--- src/hw/rtl/tf512_pkg.sv ---
// shared types, constants and helpers for the threefish-512 cipher pipeline
// rotation table, word permutation and key schedule constants
// no dependencies
`default_nettype none

package tf512_pkg;

    localparam int TF_WORDS    = 8;
    localparam int TF_NKEY     = TF_WORDS + 1;
    localparam int TF_ROUNDS   = 72;
    localparam int TF_SUBKEYS  = TF_ROUNDS / 4 + 1;
    // one injection stage per subkey plus one stage per round
    localparam int TF_STAGES   = TF_ROUNDS + TF_SUBKEYS;
    localparam int TF_WORD_W   = 64;
    localparam int TF_IN_W     = (TF_WORDS + 2) * TF_WORD_W;
    localparam int TF_OUT_W    = TF_WORDS * TF_WORD_W;
    localparam int TF_CFG_IDX_W = 4;

    localparam logic [63:0] TF_C240 = 64'h1BD11BDAA9FC1A22;

    localparam logic TF_FUNC_ENC = 1'b0;
    localparam logic TF_FUNC_DEC = 1'b1;

    localparam int TF_ROT [8][4] = '{
        '{46, 36, 19, 37},
        '{33, 27, 14, 42},
        '{17, 49, 36, 39},
        '{44,  9, 54, 56},
        '{39, 30, 34, 24},
        '{13, 50, 10, 17},
        '{25, 29, 39, 43},
        '{ 8, 35, 56, 22}
    };

    // word k after the mix layer lands at position TF_PERM[k]
    localparam int TF_PERM [8] = '{6, 1, 0, 7, 2, 5, 4, 3};

    typedef logic [TF_WORD_W-1:0] tf_word_t;

    typedef struct packed {
        logic                      func;
        tf_word_t                  tweak_high;
        tf_word_t                  tweak_low;
        logic [TF_WORDS-1:0][TF_WORD_W-1:0] words;
    } tf_pipe_t;

    function automatic tf_word_t tf_rol(input tf_word_t x, input int n);
        return (x << n) | (x >> (TF_WORD_W - n));
    endfunction

    function automatic tf_word_t tf_ror(input tf_word_t x, input int n);
        return (x >> n) | (x << (TF_WORD_W - n));
    endfunction

endpackage

`default_nettype wire

--- src/hw/rtl/tf512_stage.sv ---
// one registered step of the threefish-512 pipeline: a subkey injection or a round
// encrypt and decrypt share the stage; decrypt runs the mirrored step
// depends on tf512_pkg
`default_nettype none

module tf512_stage #(
    parameter int STAGE_IDX = 0
) (
    input  wire logic                                         clk,
    input  wire logic                                         rst_n,
    input  wire logic                                         en,
    input  wire logic [tf512_pkg::TF_NKEY-1:0][tf512_pkg::TF_WORD_W-1:0] kx,
    input  wire logic                                         in_valid,
    input  wire tf512_pkg::tf_pipe_t                          in_data,
    output logic                                              out_valid,
    output tf512_pkg::tf_pipe_t                               out_data
);
    import tf512_pkg::*;

    localparam bit IS_INJ = (STAGE_IDX % 5) == 0;
    localparam int SE     = STAGE_IDX / 5;
    localparam int SD     = TF_SUBKEYS - 1 - SE;
    localparam int DE     = IS_INJ ? 0 : 4 * SE + (STAGE_IDX % 5) - 1;
    localparam int DD     = TF_ROUNDS - 1 - DE;
    localparam int RE     = DE % 8;
    localparam int RD     = DD % 8;

    logic                               valid_reg;
    tf_pipe_t                           data_reg;
    logic [TF_WORDS-1:0][TF_WORD_W-1:0] words_next;
    logic                               dec;

    assign dec = (in_data.func == TF_FUNC_DEC);

    generate
        if (IS_INJ)
        begin : g_inject
            // decrypt subtracts: w - k - t == w + ~k + ~t + 2
            always_comb
            begin
                logic [2:0][TF_WORD_W-1:0] tx;
                tf_word_t k;
                tf_word_t t;
                tx[0] = in_data.tweak_low;
                tx[1] = in_data.tweak_high;
                tx[2] = in_data.tweak_low ^ in_data.tweak_high;
                for (int i = 0; i < TF_WORDS; i++)
                begin
                    k = dec ? kx[(SD + i) % TF_NKEY] : kx[(SE + i) % TF_NKEY];
                    if (i == 5)
                        t = dec ? tx[SD % 3] : tx[SE % 3];
                    else if (i == 6)
                        t = dec ? tx[(SD + 1) % 3] : tx[(SE + 1) % 3];
                    else if (i == 7)
                        t = dec ? TF_WORD_W'(SD) : TF_WORD_W'(SE);
                    else
                        t = '0;
                    words_next[i] = in_data.words[i] + (dec ? ~k : k) + (dec ? ~t : t)
                                    + (dec ? TF_WORD_W'(2) : TF_WORD_W'(0));
                end
            end
        end
        else
        begin : g_round
            always_comb
            begin
                logic [TF_WORDS-1:0][TF_WORD_W-1:0] enc_w;
                logic [TF_WORDS-1:0][TF_WORD_W-1:0] dec_w;
                tf_word_t es0;
                tf_word_t ds0;
                tf_word_t ds1;
                tf_word_t db;
                enc_w = '0;
                dec_w = '0;
                for (int j = 0; j < 4; j++)
                begin
                    es0 = in_data.words[2*j] + in_data.words[2*j+1];
                    enc_w[TF_PERM[2*j]]   = es0;
                    enc_w[TF_PERM[2*j+1]] = tf_rol(in_data.words[2*j+1], TF_ROT[RE][j]) ^ es0;

                    ds0 = in_data.words[TF_PERM[2*j]];
                    ds1 = in_data.words[TF_PERM[2*j+1]];
                    db  = tf_ror(ds0 ^ ds1, TF_ROT[RD][j]);
                    dec_w[2*j]   = ds0 - db;
                    dec_w[2*j+1] = db;
                end
                words_next = dec ? dec_w : enc_w;
            end
        end
    endgenerate

    always_ff @(posedge clk or negedge rst_n)
    begin
        if (!rst_n)
            valid_reg <= 1'b0;
        else if (en)
            valid_reg <= in_valid;
    end

    always_ff @(posedge clk)
    begin
        if (en)
        begin
            data_reg.func       <= in_data.func;
            data_reg.tweak_low  <= in_data.tweak_low;
            data_reg.tweak_high <= in_data.tweak_high;
            data_reg.words      <= words_next;
        end
    end

    assign out_valid = valid_reg;
    assign out_data  = data_reg;

endmodule

`default_nettype wire

--- config.mk ---
export PLATFORM = sky130hd
export DESIGN_NAME = tf512_stage
export DESIGN_NICKNAME = d
export VERILOG_FILES = /design/src/hw/rtl/tf512_pkg.sv /design/src/hw/rtl/tf512_stage.sv
export SDC_FILE = /design/constraint.sdc
export NUM_CORES = 2
export LEC_CHECK = 0
export BUFFER_PORTS_ARGS = -buffer_cell sky130_fd_sc_hd__buf_2
export CAP_MARGIN = 30
export CELL_PAD_IN_SITES_DETAIL_PLACEMENT = 0
export CELL_PAD_IN_SITES_GLOBAL_PLACEMENT = 1
export CORE_AREA = 3 3 730 732
export CTS_BUF_LIST = sky130_fd_sc_hd__clkbuf_4 sky130_fd_sc_hd__clkbuf_8
export CTS_CLUSTER_DIAMETER = 120
export DETAILED_ROUTE_END_ITERATION = 10
export DIE_AREA = 0 0 733 735
export GPL_TIMING_DRIVEN = 1
export PLACE_DENSITY_LB_ADDON = 0.3
export RECOVER_POWER = 50
export SYNTH_ARGS = -nofsm -noshare
export SYNTH_HDL_FRONTEND = slang
export SYNTH_SLANG_ARGS = --single-unit
--- constraint.sdc ---
create_clock -name clk -period 0.8 [get_ports clk]
set_clock_uncertainty 0.05 [all_clocks]
set_input_delay 0.04 -clock clk [delete_from_list [all_inputs] [get_ports clk]]
set_output_delay 0.04 -clock clk [all_outputs]
set_load 0.005 [all_outputs]
# Yosys cells after proc, flatten, opt, wreduce, memory -nomap -nowiden
# Index checks and enable logic that the tools add are counted.
classes:
  mux: 14
  bitwise: 11
  n_addsub: 24
ops:
  columns: ["operator", "n"]
  rows:
  - ["64-bit adder", 24]
  - ["64-bit two-way mux", 12]
  - ["64-bit NOT", 10]
  - ["5-bit NOT with 64-bit output", 1]
  - ["5-bit two-way mux", 1]
  - ["2-bit two-way mux", 1]
totals:
  elab_cells: 61
  input_bits: 1221
  register_bits: 642
  output_inout_bits: 642

# Logic depth before layout (Yosys ltp)
depth:
  depth_word: 5
  ltp_mapped: 20
  ltp_nobuf: 15

# Worst setup path before layout
# Ideal clock, no wire load.
synth_path:
  kind: "input to register"
  from: "input port in_data[640] (netlist bit)"
  to: "register data_reg (netlist bit out_data[442]), data pin"
  required_ns: 0.488
  setup_slack_ns: -3.924
  t_arrival_ns: 4.412
  stages: 19
  path_cell_list: "buf_6 -> clkbuf_1 -> clkbuf_1 -> clkbuf_1 -> xnor2_1 -> fa_1 -> inv_1 -> ha_1 -> a21o_1 -> a21o_1 -> a21o_1 -> a21bo_2 -> a2111oi_0 -> a211oi_1 -> nor3_1 -> o21ai_1 -> a21oi_1 -> o21ai_1 -> xor2_1"
synth_lines:
  columns: ["element", "line_no", "rtl"]
  rows:
  - ["from (decl)", "tf512_stage.sv:14", "input wire tf512_pkg::tf_pipe_t in_data,"]
  - ["to (decl)", "tf512_stage.sv:29", "tf_pipe_t data_reg;"]

==> flow_summary.ini <==
[drt]
antenna_left = 0
drc_errors = 0
vias = 64500
drt_wl_total_mm = 459
wl_per_cell_um = 26.0
drt_iter0_drc = 3446
first_pass_iters = 7
routed_via_density = 3.66

[critical_path]
crit_slowest_cell = fa_1
path_class = in -> reg
max_stage_delay_ns = 0.55
cp_cell_sequence = buf_16 -> buf_16 -> buf_12 -> buf_12 -> buf_16 -> xnor2_4 -> fa_1 -> inv_2 -> ha_4 -> inv_1 -> o21bai_1 -> a21oi_2 -> o2111ai_2 -> o21ai_2 -> or4_4 -> a211oi_4 -> nor2_4 -> a211oi_4 -> a31oi_1 -> a311o_1
worstSetupStartpointType = input port
cp.arrival_ns = 3.98
path_max_fanout = 6
crit_required_ns = 1.47
path_common_cell = buf_16
end_kind = flip-flop
rr_worst_depth = 1

[floorplan]
initial_core_util = 0.110
die-height_um = 735
fp-row-count = 267
dieWidth_um = 733
core_sq_um = 527000
die-area_sq_um = 539000
io_pins = 1863

[yosys]
async_flop_share = 0.00156
avgSynthCellArea_sq_um = 9.65
synth-seq-cells = 642
yosysTopAreaCell = edfxtp_1
yosys_warnings = 0
synth.top_cells.by_area = edfxtp_1, ha_1, xor2_1
synth_edf_count = 641
syn_inst = 6016
synthFlopType = edfxtp_1
synth_nets = 7867
yosysTopAreaCellShare = 0.331
synth_cell_types = 96
ys_seq_area_frac = 0.332
netlist_area_sq_um = 58100

[power_and_ir_drop]
power_leakage_nw = 48.5
seqPwrFrac = 0.227
vdd_ir_drop_max_uv = 1200
p_per_area_nw_per_um2 = 2230
intPower_mw = 140
switchingPower_mw = 98.2
p_comb_frac = 0.581
clkPwrFrac = 0.191
total_power_mw = 238
p_sw_frac = 0.412

[clock_network]
cts-buffers-inserted = 161
clock_tree.root_cell = clkbuf_8
clock_sinks = 642
cts_tree = built
cts_max_path_buffers = 4
worstSkewPairLatency_ns = 0.97
clkTransAtPathRegs_ns = 0.06
htreeDepth = 4

[timing]
fin_ws_ns = -2.52
setup_violations = 1582
fmax_mhz = 302
relSlewSlack = 0.605
rsz0062_at_grt = yes
slew_viol_final = 0
holdWs_ns = -0.696
period_share = 4.15
min_period_ns = 3.32
hold_viol = 384
worstMarginPinSlew_ns = 0.591

[worst_hold_path]
hp-class = in -> reg
holdPathStages = 1

[run_status]
status = finished with violations
failed_checks = negative hold slack, negative setup slack

[placement]
hpwl_mm = 405
dp_slack_ns = -4.07
gp_congestion = 0.946
portBuffers = 1798

[global_routing]
grtUsageMet2 = 0.276
track_usage = 0.163
grt_pass1_wl_mm = 599
antenna_found_initial = 289
grtUsageMet3 = 0.0672
grt_use_met1 = 0.187
busiest_layer = met2
grt_pass1_vias = 67200
grt_overflow = 0
grt_start_max_net_pins = 49

[finish]
fin_nets = 12300
layout-drive-gt1-share = 0.491
area_delta_synth_final_pct = 84.4
final_util = 0.203

[job]
maxCapViolations = 0
[power groups by stage]
stage / registers (mW) / logic, mW / clock network, mW
final: 54.2 / 139 / 45.6
after global routing: 54.9 / 150 / 49.7
after CTS: 54.6 / 138 / 48.8
after detailed placement: 55.0 / 128 / 0
after global placement: 55.1 / 129 / 0
after floorplan: 52.8 / 49.1 / 0
[worst max-delay path, delay by kind of cell]
| kind | cells | cell delay (ns) |
|---|---|---|
| fa+ha+maj | 2 | 0.81 |
| simple gates | 2 | 0.57 |
| buf+inv | 7 | 0.87 |
| compound gates | 8 | 1.47 |
| xor+xnor | 1 | 0.13 |
[flip-flops by register name, indices dropped and copies added (netlist names)]
name and cells:
out_data 641, out_valid 1
[final timing paths]
path / to / slack [ns] / startpoint
worst max-delay path: out_data[380]$_DFFE_PP_ / -2.52 / in_data[640]
worst min-delay path: out_data[578]$_DFFE_PP_ / -0.70 / in_data[578]
worst max register to register: out_valid$_DFFE_PN0P_ / 0 / out_valid$_DFFE_PN0P_
worst min register to register: out_valid$_DFFE_PN0P_ / 0.47 / out_valid$_DFFE_PN0P_
max in group asynchronous: out_valid$_DFFE_PN0P_ / 0.16 / rst_n
min in group asynchronous: out_valid$_DFFE_PN0P_ / 0.43 / rst_n
[cell families after synthesis]
family	count (synthesis)	share of synthesized area
and+or+nand+nor	1158	0.0975
xor gates and xnor gates	1117	0.168
AOI/OAI and AO/OA	1693	0.189
muxes	73	0.0142
adders and majority gates	630	0.153
buffers and inverters	703	0.0457
DFF	642	0.332
[placed cells by master (no fill, tap or decap), types with 112 or more instances in the layout]
cell type	n
a21o_1	344
buf_2	1707
nor2_1	230
buf_12	146
ha_1	406
nand4_1	112
clkbuf_8	163
edfxtp_1	641
a21oi_1	461
nand2_1	314
o21ai_0	178
buf_4	2238
dlygate4sd3_1	291
fa_1	124
xnor2_1	494
inv_1	464
xor2_1	536
[through the flow]
step,std cells,setup TNS [ns],cell area [sq um],hold slack (ns)
final,17600,-1433.45,107000,-0.696
after global routing,17600,-1500.56,107000,-0.851
after CTS,17500,-1446.79,105000,-1.01
after detailed placement,16800,-1747.77,94300,-0.232
after global placement,16800,-1745.42,94300,-0.233
after floorplan,6016,-1082.96,59100,-0.306
[final cells by class]
type,instances,area (sq um)
fillers,59100,420000
multi-input cells,4671,40900
repair buffers,4495,32900
flip-flops and latches,642,19300
well taps,6994,8750
clock buffers,194,2480
inverters,488,1830
clock inverters,83,808
diodes,75,188
[synth_stat cells (112+ instances only)]
| library cell | n |
|---|---|
| inv_1 | 488 |
| clkbuf_1 | 172 |
| edfxtp_1 | 641 |
| a21o_1 | 344 |
| ha_1 | 498 |
| a21oi_1 | 579 |
| nand4_1 | 112 |
| xor2_1 | 568 |
| fa_1 | 132 |
| xnor2_1 | 549 |
| nor2_1 | 248 |
| o21ai_0 | 249 |
| nand2_1 | 335 |
[metal layers]
layer | routed length, um | part of all wire
met1 | 182000 | 0.40
met2 | 213000 | 0.46
met3 | 44900 | 0.098
met4 | 17900 | 0.039
met5 | 1020 | 0.0022
[what timing repair did]
action	4_1_cts	5_1_grt
resized for setup	548	296
hold buffers	289	13
buffers inserted	128	66
setup endpoints to repair	1145	1200
cloned	13	6
endpoints found under the hold margin	1244	429
pin swaps	205	188
(Power assumes the default switching activity.)
